--- config.mk ---
export PLATFORM = sky130hd
export DESIGN_NAME = ranged_bit_stream_writer
export DESIGN_NICKNAME = d
export VERILOG_FILES = /design/src/rtl/core/rbsw_pkg.sv /design/src/rtl/core/rbsw_front.sv /design/src/rtl/core/rbsw_queue.sv /design/src/rtl/core/rbsw_back.sv /design/src/rtl/core/ranged_bit_stream_writer.sv
export VERILOG_INCLUDE_DIRS = /design/src /design/src/rtl/core
export SDC_FILE = /design/constraint.sdc
export NUM_CORES = 1
export LEC_CHECK = 0
export ABC_AREA = 1
export BUFFER_PORTS_ARGS = -buffer_cell sky130_fd_sc_hd__buf_2
export CORE_MARGIN = 5
export CORE_UTILIZATION = 45
export CTS_BUF_LIST = sky130_fd_sc_hd__clkbuf_8
export DETAILED_ROUTE_END_ITERATION = 10
export PLACE_DENSITY = 0.71
export SYNTH_ARGS = -nofsm -noshare
export SYNTH_HDL_FRONTEND = slang
export SYNTH_SLANG_ARGS = --single-unit
export TNS_END_PERCENT = 20
--- constraint.sdc ---
create_clock -name clk -period 5.81 [get_ports clk]
set_clock_uncertainty 0.1 [all_clocks]
set_input_delay 0.8715 -clock clk [delete_from_list [all_inputs] [get_ports clk]]
set_output_delay 0.8715 -clock clk [all_outputs]
set_load 0.01 [all_outputs]
--- src/rtl/core/ranged_bit_stream_writer_macros.svh ---
// ranged_bit_stream_writer_macros.svh: assertion macros for the bit stream writer
// no dependencies; included by files that carry concurrent assertions
`ifndef RANGED_BIT_STREAM_WRITER_MACROS_SVH
`define RANGED_BIT_STREAM_WRITER_MACROS_SVH

// condition holds at every edge outside reset
`define RBSW_ASSERT_ALWAYS(label, clk, rst_n, expr, msg) \
	label: assert property (@(posedge clk) disable iff (!rst_n) (expr)) else $error(msg);

// same-cycle implication
`define RBSW_ASSERT_IMPLY(label, clk, rst_n, ante, cons, msg) \
	label: assert property (@(posedge clk) disable iff (!rst_n) (ante) |-> (cons)) \
		else $error(msg);

// next-cycle implication
`define RBSW_ASSERT_NEXT(label, clk, rst_n, ante, cons, msg) \
	label: assert property (@(posedge clk) disable iff (!rst_n) (ante) |=> (cons)) \
		else $error(msg);

`endif

--- src/rtl/core/rbsw_pkg.sv ---
// rbsw_pkg: shared types and constants of the ranged bit stream writer
// no dependencies; imported by front, queue, back and top level
package rbsw_pkg;

	typedef enum logic [1:0] {
		MODE_RAW      = 2'd0,
		MODE_UNSIGNED = 2'd1,
		MODE_SIGNED   = 2'd2,
		MODE_FLUSH    = 2'd3
	} mode_t;

	localparam logic [4:0] TAG_U_OUTER = 5'hC;
	localparam logic [4:0] TAG_U_INNER = 5'h8;
	localparam logic [4:0] TAG_S_OUTER = 5'hB;
	localparam logic [4:0] TAG_S_INNER = 5'h7;

	localparam logic [5:0] TAG_BITS    = 6'd5;
	localparam logic [5:0] WORD_BITS   = 6'd32;
	localparam logic [6:0] PREFIX_BITS = 7'd79;

	// segment sequence of one write
	localparam logic [2:0] SEG_OUTER    = 3'd0;
	localparam logic [2:0] SEG_INNER_LO = 3'd1;
	localparam logic [2:0] SEG_LO       = 3'd2;
	localparam logic [2:0] SEG_INNER_HI = 3'd3;
	localparam logic [2:0] SEG_HI       = 3'd4;
	localparam logic [2:0] SEG_DATA     = 3'd5;
	localparam logic [2:0] SEG_DONE     = 3'd6;

	typedef struct packed {
		logic        flush;
		logic        with_tags;
		logic        sgn;
		logic [31:0] lo;
		logic [31:0] hi;
		logic [31:0] data;
		logic [5:0]  width;
	} entry_t;

	typedef struct packed {
		logic       busy;
		logic [5:0] cnt;
	} back_status_t;

endpackage

--- src/rtl/core/rbsw_front.sv ---
// rbsw_front: accepts input beats, clamps ranged values and sizes every write
// depends on rbsw_pkg; feeds rbsw_queue
module rbsw_front import rbsw_pkg::*; (
	input  logic        clk,
	input  logic        arst_n,
	input  logic        type_checked,
	input  logic        in_valid,
	output logic        in_ready,
	input  logic [1:0]  mode,
	input  logic [31:0] value,
	input  logic [31:0] range_low,
	input  logic [31:0] range_high,
	input  logic [5:0]  bit_count,
	input  logic        tag_request,
	output entry_t      push_entry,
	output logic        push_valid,
	input  logic        push_ready
);

	function automatic logic [4:0] lead_one(input logic [31:0] x);
		logic [4:0] p;
		p = '0;
		for (int i = 0; i < 32; i++) begin
			if (x[i]) p = 5'(i);
		end
		return p;
	endfunction

	logic        v_s1, v_s2;
	mode_t       mode_s1, mode_s2;
	logic [31:0] value_s1, lo_s1, hi_s1;
	logic [5:0]  cnt_s1;
	logic        tagged_s1, tagged_s2;
	logic [31:0] lo_s2, hi_s2, clamp_s2, diff_s2;
	logic [5:0]  rawcnt_s2;

	logic        take_s2, adv_s1, accept;
	logic [31:0] flip, kv, kl, kh, clamp_n;
	logic [5:0]  rawcnt_n;

	assign take_s2  = !v_s2 || push_ready;
	assign adv_s1   = v_s1 && take_s2;
	assign in_ready = !v_s1 || take_s2;
	assign accept   = in_valid && in_ready;

	always_ff @(posedge clk or negedge arst_n) begin
		if (!arst_n) begin
			v_s1 <= 1'b0;
			v_s2 <= 1'b0;
		end else begin
			if (in_ready) v_s1 <= in_valid;
			if (take_s2) v_s2 <= v_s1;
		end
	end

	always_ff @(posedge clk) begin
		if (accept) begin
			mode_s1   <= mode_t'(mode);
			value_s1  <= value;
			lo_s1     <= range_low;
			hi_s1     <= range_high;
			cnt_s1    <= bit_count;
			tagged_s1 <= type_checked &&
				((mode_t'(mode) == MODE_SIGNED) ||
				 (mode_t'(mode) == MODE_UNSIGNED && tag_request));
		end
	end

	// clamp in offset-binary so one unsigned compare serves both modes
	always_comb begin
		flip = (mode_s1 == MODE_SIGNED) ? 32'h8000_0000 : 32'h0;
		kv   = value_s1 ^ flip;
		kl   = lo_s1 ^ flip;
		kh   = hi_s1 ^ flip;
		priority if (mode_s1 == MODE_RAW) clamp_n = value_s1;
		else if (kv > kh)                 clamp_n = hi_s1;
		else if (kv < kl)                 clamp_n = lo_s1;
		else                              clamp_n = value_s1;
		rawcnt_n = (cnt_s1 > WORD_BITS) ? WORD_BITS : cnt_s1;
	end

	always_ff @(posedge clk) begin
		if (adv_s1) begin
			mode_s2   <= mode_s1;
			tagged_s2 <= tagged_s1;
			lo_s2     <= lo_s1;
			hi_s2     <= hi_s1;
			clamp_s2  <= clamp_n;
			diff_s2   <= hi_s1 - lo_s1;
			rawcnt_s2 <= rawcnt_n;
		end
	end

	always_comb begin
		push_entry.flush     = (mode_s2 == MODE_FLUSH);
		push_entry.with_tags = tagged_s2;
		push_entry.sgn       = (mode_s2 == MODE_SIGNED);
		push_entry.lo        = lo_s2;
		push_entry.hi        = hi_s2;
		unique case (mode_s2)
			MODE_RAW: begin
				push_entry.data  = clamp_s2;
				push_entry.width = rawcnt_s2;
			end
			MODE_UNSIGNED, MODE_SIGNED: begin
				push_entry.data  = clamp_s2 - lo_s2;
				push_entry.width = (diff_s2 == 32'h0) ? 6'd0
					: ({1'b0, lead_one(diff_s2)} + 6'd1);
			end
			MODE_FLUSH: begin
				push_entry.data  = '0;
				push_entry.width = '0;
			end
		endcase
	end

	assign push_valid = v_s2;

endmodule

--- src/rtl/core/rbsw_queue.sv ---
// rbsw_queue: short queue of sized writes between front and back
// depends on rbsw_pkg
module rbsw_queue import rbsw_pkg::*; #(
	parameter int Depth = 4
) (
	input  logic   clk,
	input  logic   arst_n,
	input  entry_t push_entry,
	input  logic   push_valid,
	output logic   push_ready,
	input  logic   pop,
	output entry_t pop_entry,
	output logic   empty,
	output logic   full
);

	localparam int PtrW = $clog2(Depth);
	localparam int CntW = $clog2(Depth + 1);
	localparam logic [PtrW-1:0] LastPtr = PtrW'(Depth - 1);
	localparam logic [CntW-1:0] FullCnt = CntW'(Depth);

	entry_t          slot_q [Depth];
	logic [PtrW-1:0] wr_ptr_q, rd_ptr_q;
	logic [CntW-1:0] cnt_q;
	logic            push;

	assign full       = (cnt_q == FullCnt);
	assign empty      = (cnt_q == '0);
	assign push_ready = !full;
	assign push       = push_valid && !full;
	assign pop_entry  = slot_q[rd_ptr_q];

	always_ff @(posedge clk or negedge arst_n) begin
		if (!arst_n) begin
			wr_ptr_q <= '0;
			rd_ptr_q <= '0;
			cnt_q    <= '0;
		end else begin
			if (push) wr_ptr_q <= (wr_ptr_q == LastPtr) ? '0 : wr_ptr_q + 1'b1;
			if (pop) rd_ptr_q <= (rd_ptr_q == LastPtr) ? '0 : rd_ptr_q + 1'b1;
			if (push && !pop) cnt_q <= cnt_q + 1'b1;
			else if (pop && !push) cnt_q <= cnt_q - 1'b1;
		end
	end

	always_ff @(posedge clk) begin
		if (push) slot_q[wr_ptr_q] <= push_entry;
	end

endmodule

--- src/rtl/core/rbsw_back.sv ---
// rbsw_back: appends the segments of each write to the bit accumulator
// one byte out per cycle while out_ready is high; depends on rbsw_pkg; drains rbsw_queue
module rbsw_back import rbsw_pkg::*; (
	input  logic         clk,
	input  logic         arst_n,
	input  entry_t       q_entry,
	input  logic         q_empty,
	output logic         q_pop,
	output logic         out_valid,
	input  logic         out_ready,
	output logic [7:0]   out_byte,
	output logic         last,
	output back_status_t status
);

	logic        busy_q;
	entry_t      ent_q;
	logic [2:0]  seg_q;
	logic [39:0] acc_q;
	logic [5:0]  cnt_q;
	logic [3:0]  nbytes_q;
	logic        out_valid_q, last_q;
	logic [7:0]  out_byte_q;

	logic        seg_rem, emit, append, done;
	logic [4:0]  outer, inner;
	logic [31:0] seg_val, seg_mask;
	logic [5:0]  seg_w, cnt_e, cnt_n;
	logic [39:0] acc_e, acc_n;
	logic [6:0]  tot_bits;

	assign outer = ent_q.sgn ? TAG_S_OUTER : TAG_U_OUTER;
	assign inner = ent_q.sgn ? TAG_S_INNER : TAG_U_INNER;

	always_comb begin
		unique case (seg_q)
			SEG_OUTER: begin
				seg_val = {27'h0, outer};
				seg_w   = TAG_BITS;
			end
			SEG_INNER_LO, SEG_INNER_HI: begin
				seg_val = {27'h0, inner};
				seg_w   = TAG_BITS;
			end
			SEG_LO: begin
				seg_val = ent_q.lo;
				seg_w   = WORD_BITS;
			end
			SEG_HI: begin
				seg_val = ent_q.hi;
				seg_w   = WORD_BITS;
			end
			SEG_DATA: begin
				seg_val = ent_q.data;
				seg_w   = ent_q.width;
			end
			default: begin
				seg_val = '0;
				seg_w   = '0;
			end
		endcase
	end

	assign seg_mask = seg_w[5] ? '1 : ((32'd1 << seg_w[4:0]) - 32'd1);
	// a zero-width data segment is skipped
	assign seg_rem  = busy_q && ((seg_q < SEG_DATA) ||
		(seg_q == SEG_DATA && ent_q.width != 6'd0));
	assign emit     = (cnt_q >= 6'd8) && (!out_valid_q || out_ready);
	assign cnt_e    = emit ? cnt_q - 6'd8 : cnt_q;
	assign acc_e    = emit ? (acc_q >> 8) : acc_q;
	assign append   = seg_rem && (cnt_e < 6'd8);
	assign acc_n    = append ? (acc_e | ({8'h0, seg_val & seg_mask} << cnt_e[2:0])) : acc_e;
	assign cnt_n    = append ? cnt_e + seg_w : cnt_e;
	assign done     = busy_q && !seg_rem && (cnt_e < 6'd8);
	assign q_pop    = !busy_q && !q_empty;
	assign tot_bits = {1'b0, cnt_q} + (q_entry.with_tags ? PREFIX_BITS : 7'd0)
		+ {1'b0, q_entry.width};

	always_ff @(posedge clk or negedge arst_n) begin
		if (!arst_n) begin
			busy_q      <= 1'b0;
			seg_q       <= SEG_DONE;
			acc_q       <= '0;
			cnt_q       <= '0;
			nbytes_q    <= '0;
			out_valid_q <= 1'b0;
		end else begin
			if (q_pop) begin
				busy_q <= 1'b1;
				if (q_entry.flush) begin
					// pad the partial byte with zeros already held above the count
					seg_q    <= SEG_DONE;
					cnt_q    <= (cnt_q != 6'd0) ? 6'd8 : 6'd0;
					nbytes_q <= (cnt_q != 6'd0) ? 4'd1 : 4'd0;
				end else begin
					seg_q    <= q_entry.with_tags ? SEG_OUTER : SEG_DATA;
					nbytes_q <= tot_bits[6:3];
				end
			end else begin
				if (done) busy_q <= 1'b0;
				if (append) seg_q <= seg_q + 3'd1;
				acc_q <= acc_n;
				cnt_q <= cnt_n;
				if (emit) nbytes_q <= nbytes_q - 4'd1;
			end
			if (emit) out_valid_q <= 1'b1;
			else if (out_ready) out_valid_q <= 1'b0;
		end
	end

	always_ff @(posedge clk) begin
		if (q_pop) ent_q <= q_entry;
		if (emit) begin
			out_byte_q <= acc_q[7:0];
			last_q     <= (nbytes_q == 4'd1);
		end
	end

	assign out_valid   = out_valid_q;
	assign out_byte    = out_byte_q;
	assign last        = last_q;
	assign status.busy = busy_q;
	assign status.cnt  = cnt_q;

endmodule

--- src/rtl/core/ranged_bit_stream_writer.sv ---
// ranged_bit_stream_writer: top level, config register and front/queue/back wiring
// depends on rbsw_pkg, rbsw_front, rbsw_queue, rbsw_back, ranged_bit_stream_writer_macros.svh
//
// channel  direction  handshake                 beat
// cfg      in         cfg_wr_en                 cfg_wr_data (type_checked)
// in       in         in_valid / in_ready       mode value range_low range_high bit_count tag_request
// out      out        out_valid / out_ready     out_byte last
//
// the front takes one beat per cycle while the queue has room: two stages clamp and size the
// write, then a queue. the back loads a write from the queue, then puts out one byte per cycle
// while out_ready is high. reset clears the partial byte and type_checked; no clearing pass.
// out_ready low stalls the back only; the front keeps accepting until the queue fills.
`include "ranged_bit_stream_writer_macros.svh"
module ranged_bit_stream_writer import rbsw_pkg::*; #(
	parameter int QueueDepth = 4
) (
	input  logic        clk,
	input  logic        arst_n,
	input  logic        cfg_wr_en,
	input  logic        cfg_wr_data,
	input  logic        in_valid,
	output logic        in_ready,
	input  logic [1:0]  mode,
	input  logic [31:0] value,
	input  logic [31:0] range_low,
	input  logic [31:0] range_high,
	input  logic [5:0]  bit_count,
	input  logic        tag_request,
	output logic        out_valid,
	input  logic        out_ready,
	output logic [7:0]  out_byte,
	output logic        last
);

	logic         type_checked_q;
	entry_t       push_entry, pop_entry;
	logic         push_valid, push_ready, pop, q_empty, q_full;
	back_status_t back_st;

	always_ff @(posedge clk or negedge arst_n) begin
		if (!arst_n) begin
			type_checked_q <= 1'b0;
		end else if (cfg_wr_en) begin
			type_checked_q <= cfg_wr_data;
		end
	end

	rbsw_front u_front (
		.clk          (clk),
		.arst_n       (arst_n),
		.type_checked (type_checked_q),
		.in_valid     (in_valid),
		.in_ready     (in_ready),
		.mode         (mode),
		.value        (value),
		.range_low    (range_low),
		.range_high   (range_high),
		.bit_count    (bit_count),
		.tag_request  (tag_request),
		.push_entry   (push_entry),
		.push_valid   (push_valid),
		.push_ready   (push_ready)
	);

	rbsw_queue #(
		.Depth (QueueDepth)
	) u_queue (
		.clk        (clk),
		.arst_n     (arst_n),
		.push_entry (push_entry),
		.push_valid (push_valid),
		.push_ready (push_ready),
		.pop        (pop),
		.pop_entry  (pop_entry),
		.empty      (q_empty),
		.full       (q_full)
	);

	rbsw_back u_back (
		.clk       (clk),
		.arst_n    (arst_n),
		.q_entry   (pop_entry),
		.q_empty   (q_empty),
		.q_pop     (pop),
		.out_valid (out_valid),
		.out_ready (out_ready),
		.out_byte  (out_byte),
		.last      (last),
		.status    (back_st)
	);

	`RBSW_ASSERT_ALWAYS(a_queue_flags, clk, arst_n, !(q_full && q_empty), "queue full and empty")
	`RBSW_ASSERT_IMPLY(a_idle_partial, clk, arst_n, !back_st.busy, back_st.cnt < 6'd8, "idle with whole byte")
	`RBSW_ASSERT_NEXT(a_pop_loads, clk, arst_n, pop, back_st.busy, "pop did not load back end")

endmodule
==> results.cfg, run 1 <==
[layout]
area_growth_pct = 11.3
instances_no_fill = 4901
drive_gt1_share_pct = 10.5
final_area_um2 = 43100
nets = 3925
top_register = u_queue.slot_q
largestRegisters = u_queue.slot_q: 420 flops, u_back.ent_q: 103 flops, u_back.acc_q: 40 flops
largest_reg_flops = 420

[drt]
via_per_inst = 5.47
routed_wl_um = 92500
detail-route-antenna-nets = 0
wl_per_cell_um = 18.9
drt-initial-drc-count = 2382
drc_errors = 0
via_count = 26800
firstDrtPassIters = 7

[yosys]
synth_top_area_share_pct = 60.1
synthFlopType = edfxtp_1
synth_fa_ha_area_share_pct = 5.34
syn_area_um2 = 38700
synth_edf_count = 774
synth_nets = 3775
synthArstFlopShare_pct = 7.75
seq_area_frac_synth_pct = 64.3
syn_avg_cell_area_um2 = 11.0
synth-compound-area-share_pct = 11.7
synth.distinct_cells = 68
ys_warn_count = 0
synthMuxAreaShare_pct = 0.136
yosys.area.top_type = edfxtp_1
synth_top_family_by_area = simple AND/OR/NAND/NOR gates
postSynthCellCount = 3503
synth_xor_xnor_area_share_pct = 0.996
yosys.area_share.simple_pct = 13.1
synth-seq-cells = 839
synth_area_leaders = edfxtp_1, nand2_1, ha_1

[global_route]
first_global_vias = 26000
track_usage_pct = 20.1
gr-total-overflow = 0
antenna_found_initial = 2
grt_pass1_wl_um = 144000
grt_max_degree = 108

[clock_network]
clock-sinks = 839
cts_setup_buffers = 0
cts_tree = done
clk_pin_slew_ps = 60
cts-htree-levels = 4
ctsLongestPathBuffers = 3
clk_latency_ps = 790
hold_buffers = 0
cts_resized = 0
root_buffer = clkbuf_8
cts_buffers = 137

[worst_setup_path]
criticalPathCategory = reg -> reg
arrival_ps = 4940
start_kind = flip-flop
ff2ff_setup_slack_ps = 1460
critPathMaxFanout = 37
cp_data_required_time_ps = 6390
endpoint_kind = flip-flop

[timing]
rsz0062_at_grt = false
tightest_slew_ps = 1100
setup_viol = 0
max_freq_mhz = 230
tns_ps = 0
hold_violations = 0
drv_slew = 0
layout_worst_path_cycle_share_pct = 74.9
period_minus_slack_ps = 4350
slew_headroom_pct = 26.5

[pwr]
vdd_drop_max_v = 0.000274
powerDensity_nw_per_um2 = 520
power_mw = 22.4
p_leak_nw = 16.6

[placement]
post_dp_cell_area_um2 = 40600
io_buffers = 121
gp_congestion = 0.925
dp_hpwl_um = 60800
place_inst = 4658

[floorplan]
rows = 107
initial_core_util_pct = 45.4
core_area_um2 = 85300
die-area_um2 = 92000
die_w_um = 303
die_h_um = 303
ios = 122

[run]
maxCapViolCount = 0

[status]
status = completed

[worst_hold_path]
hold_path.class = in -> reg
[routing by layer]
metal / up-vias / track usage (%) / part of all wire (%)
met5: - / 0 / 0
met4: 0 / 7.41 / 3.2
met3: 149 / 3.75 / 7.1
met2: 965 / 32.7 / 47
met1: 12900 / 27.3 / 42
li1: 12800 / - / -
[kinds of logic after synthesis]
kind of cell | after synthesis
compound gates | 797
xor+xnor | 44
fa+ha+maj | 161
buf+inv | 448
flops | 839
mux | 5
simple gates | 1209
[worst max-delay path: stages, from the launching register on]
cell and delay, ps:
dfstp_2 570, inv_1 80, ha_1 220, nand2_2 120, clkinv_4 310, nand2_1 500
bufinv_8 290, nor2_1 140, nand2_1 120, ha_1 260, nand2_4 120, nor2_8 60
nand2_4 80, nor2_8 40, nand2_4 110, inv_1 80, a31o_1 180, a31oi_1 260
nand2_1 120, nand2_1 100, nand2_1 40, o21ai_1 100, nand2_1 70, a31oi_1 140
[cell usage after synthesis, drive strengths merged, types with 7 or more instances]
cell type	count
inv	297
edfxtp	774
xnor2	16
a211oi	43
dfrtp	63
o211ai	7
a21oi	118
o22ai	141
nor3	15
o21ai	402
fa	7
clkbuf	130
buf	15
nor2	397
xor2	28
nand4	30
ha	154
o221ai	7
a31oi	31
nand2	587
nand3	164
[through the flow]
stage	setup slack, ps	hold slack (ps)	utilization, %
after floorplan	136	300	-
after global placement	1600	305	47.6
after detailed placement	1520	317	47.6
after CTS	1490	72.9	50.5
after global routing	1060	81.7	50.5
final	1460	154	50.5
[worst paths after layout]
check / start / endpoint / cells after the start
setup reg to reg: u_back.seg_q[1] / u_back.acc_q[20] / 23
setup / recovery: u_back.seg_q[1] / u_back.acc_q[20] / 23
min in group asynchronous: arst_n / u_back.nbytes_q[0] / 2
hold / removal: range_low[0] / u_front.lo_s1[0] / 1
max in group asynchronous: arst_n / u_queue.rd_ptr_q[0] / 2
hold reg to reg: u_front.tagged_s1 / u_front.tagged_s2 / 0
[where the power goes]
part | leakage [nW] | total [mW] | switching, mW | internal, mW
Clock | 1.42 | 4.69 | 2.29 | 2.40
Combinational | 7.19 | 7.93 | 5.52 | 2.41
Sequential | 8.03 | 9.80 | 0.848 | 8.95
Total | 16.6 | 22.4 | 8.65 | 13.8
[cell usage in the layout, fill, tap and decap left out, types with 26 or more instances in the layout]
cell,instances
a211oi_1,43
a21oi_1,116
a31oi_1,31
buf_2,121
buf_4,31
clkbuf_8,141
clkinv_1,33
dfrtp_1,61
edfxtp_1,774
ha_1,154
inv_1,326
nand2_1,574
nand3_1,160
nand4_1,28
nor2_1,377
o21ai_0,374
o21ai_1,26
o22ai_1,141
xor2_1,28
[layout make-up]
| type | instances | area (um2) |
|---|---|---|
| flip-flops and latches | 839 | 24900 |
| repair buffers | 156 | 918 |
| inverters | 303 | 1180 |
| multi-input cells | 2216 | 12200 |
| well taps | 1144 | 1430 |
| diodes | 1 | 2.50 |
| fillers | 7406 | 42200 |
| clock buffers | 141 | 1940 |
| clock inverters | 101 | 556 |
Note: power is estimated with default switching activity, not from simulation.
==> run 2, diff against run 1 <==
==> constraint.sdc (replaced) <==
create_clock -name clk -period 3.5 [get_ports clk]
set_clock_uncertainty 0.1 [all_clocks]
set_input_delay 0.525 -clock clk [delete_from_list [all_inputs] [get_ports clk]]
set_output_delay 0.525 -clock clk [all_outputs]
set_load 0.01 [all_outputs]
==> run 2 against run 1 <==
- the flow now finishes with violations (setup timing)
- flip-flop and latch count did not move
- routed wire length rose by 6.2%
- via count rose by 4.9%
- die area did not move
- total power rose by 77%
- combinational power rose by 99%
- worst hold slack got worse by 18 ps
- sequential share of layout area fell by 3.9 points
- utilization rose by 3.6 points
- non-clock buffer count rose by 273
- critical path depth rose by 6
- critical path type unchanged
- critical endpoint is now u_back.acc_q[30]
- highest routed layer unchanged
==> results.cfg, run 2 (synthesized netlist as in run 1, its figures left out) <==
[layout]
nets = 4196
area_growth_pct = 19.3
largest_reg_flops = 420
largestRegisters = u_queue.slot_q: 420 flops, u_back.ent_q: 103 flops, u_back.acc_q: 40 flops
drive_gt1_share_pct = 16.7
final_common_cell = edfxtp_1
layout_common_cells = edfxtp_1, nand2_1, nor2_1, o21ai_0, inv_1
top_register = u_queue.slot_q

[global_route]
use_met1_pct = 27.9
grt-busiest-layer = met2
gr-total-overflow = 0
grt_pass1_wl_um = 152000
first_global_vias = 27700
track_usage_pct = 21.1
grt_max_degree = 114
grt_use_met2_pct = 35.6
use_met3_pct = 3.37
antenna_found_initial = 2

[worst_setup_path]
critPathMaxFanout = 5
cp_data_required_time_ps = 4100
ff2ff_setup_slack_ps = -60
endpoint_kind = flip-flop
ff2ff_path_depth = 29
critPathSlowestCell = dfstp_2
cpPeakStageDelay_ps = 580
reg2reg_to = u_back.acc_q[30]
crit_path_frequent_cell = nand2_4
crit-reg2reg-launch = u_back.seg_q[1]
start_kind = flip-flop
criticalPathCategory = reg -> reg
arrival_ps = 4160

[clock_network]
clock-sinks = 839
clk_pin_slew_ps = 60
cts_buffers = 135
clk_latency_ps = 790
ctsLongestPathBuffers = 3
root_buffer = clkbuf_8
cts_tree = done
cts-htree-levels = 4

[placement]
dp_hpwl_um = 64500
io_buffers = 121
gp_congestion = 0.885
place_ws_ps = -425

[timing]
hold_violations = 0
tightest_slew_ps = 1070
max_freq_mhz = 281
drv_slew = 0
finalWorstSetupSlack_ps = -55.5
setup_viol = 10
rsz0062_at_grt = true
layout_worst_path_cycle_share_pct = 102
slew_headroom_pct = 28.9
whs_ps = 136
period_minus_slack_ps = 3560

[pwr]
powerDensity_nw_per_um2 = 861
p_leak_nw = 18.1
vdd_drop_max_v = 0.000540

[drt]
routed_wl_um = 98200
detail-route-antenna-nets = 0
firstDrtPassIters = 6
drc_errors = 0
via_per_inst = 5.44
via_count = 28100
wl_per_cell_um = 19.0
drt-initial-drc-count = 2513

[status]
status = finished with violations
violations = setup timing

[floorplan]
ios = 122
die_h_um = 303
core_area_um2 = 85300
rows = 107
die_w_um = 303
die-area_um2 = 92000
initial_core_util_pct = 45.4

[worst_hold_path]
whs_path_depth = 3
hold-path-endpoint = u_front.tagged_s1
min_from = tag_request
hold_path.class = in -> reg

[run]
maxCapViolCount = 0
[run 2: layout make-up]
cell class / instances / area (um2)
Fill cell: 7115 / 39100
Sequential cell: 839 / 24900
Multi-Input combinational cell: 2216 / 12700
Timing Repair Buffer: 429 / 3480
Clock buffer: 143 / 1970
Tap cell: 1144 / 1430
Inverter: 303 / 1190
Clock inverter: 96 / 528
Antenna cell: 1 / 2.50
[run 2: layer usage]
layer / wire length [um] / part of all wire (%)
met3: 6150 / 6.3
met4: 2880 / 2.9
met2: 48400 / 49
met1: 40800 / 42
met5: 0 / 0
[run 2: where the power goes]
group	switching, mW	total, mW	internal (mW)	leakage, nW
Combinational	10.2	15.8	5.62	8.63
Sequential	1.25	16.1	14.8	8.03
Clock	3.78	7.86	4.08	1.42
[run 2: worst max-delay path by stage]
stage | slack (ps) | startpoint | cells after the start | to
finish | -60 | u_back.seg_q[1] | 29 | u_back.acc_q[30]
global route | -220 | u_back.seg_q[1] | 27 | u_back.acc_q[30]
CTS | -80 | u_back.seg_q[1] | 31 | u_back.acc_q[30]
detailed placement | -420 | u_back.seg_q[1] | 22 | u_back.acc_q[15]
global placement | -380 | u_back.seg_q[1] | 22 | u_back.acc_q[15]
floorplan | -450 | u_queue.cnt_q[0] | 4 | u_queue.slot_q[0][0]
[run 2: worst max-delay path, delay by kind of cell (launching register included)]
| kind | cells | cell delay, ps |
|---|---|---|
| and+or+nand+nor | 18 | 1520 |
| DFF | 1 | 580 |
| AOI/OAI and AO/OA | 3 | 450 |
| adders and majority gates | 3 | 440 |
| buffers and inverters | 5 | 370 |
[run 2: repair_timing]
item,CTS,global route
setup buffers,11,9
setup endpoints to repair,52,113
pin swaps,20,52
endpoints found under the hold margin,136,0
cloned,0,0
hold buffers,109,0
resized for setup,43,120
[run 2: per-stage QoR]
step           power, mW  util, %  cells  setup TNS, ps  instance area [um2]
2_1_floorplan       25.4        -   3503        -239440                38700
3_3_place_gp        30.3     49.1   4802          -5280                41900
3_5_place_dp        30.7     49.1   4802          -6100                41900
4_1_cts             39.1     53.6   5161           -826                45700
5_1_grt             42.3     54.1   5171          -7220                46200
6_report            39.7     54.1   5171           -268                46200
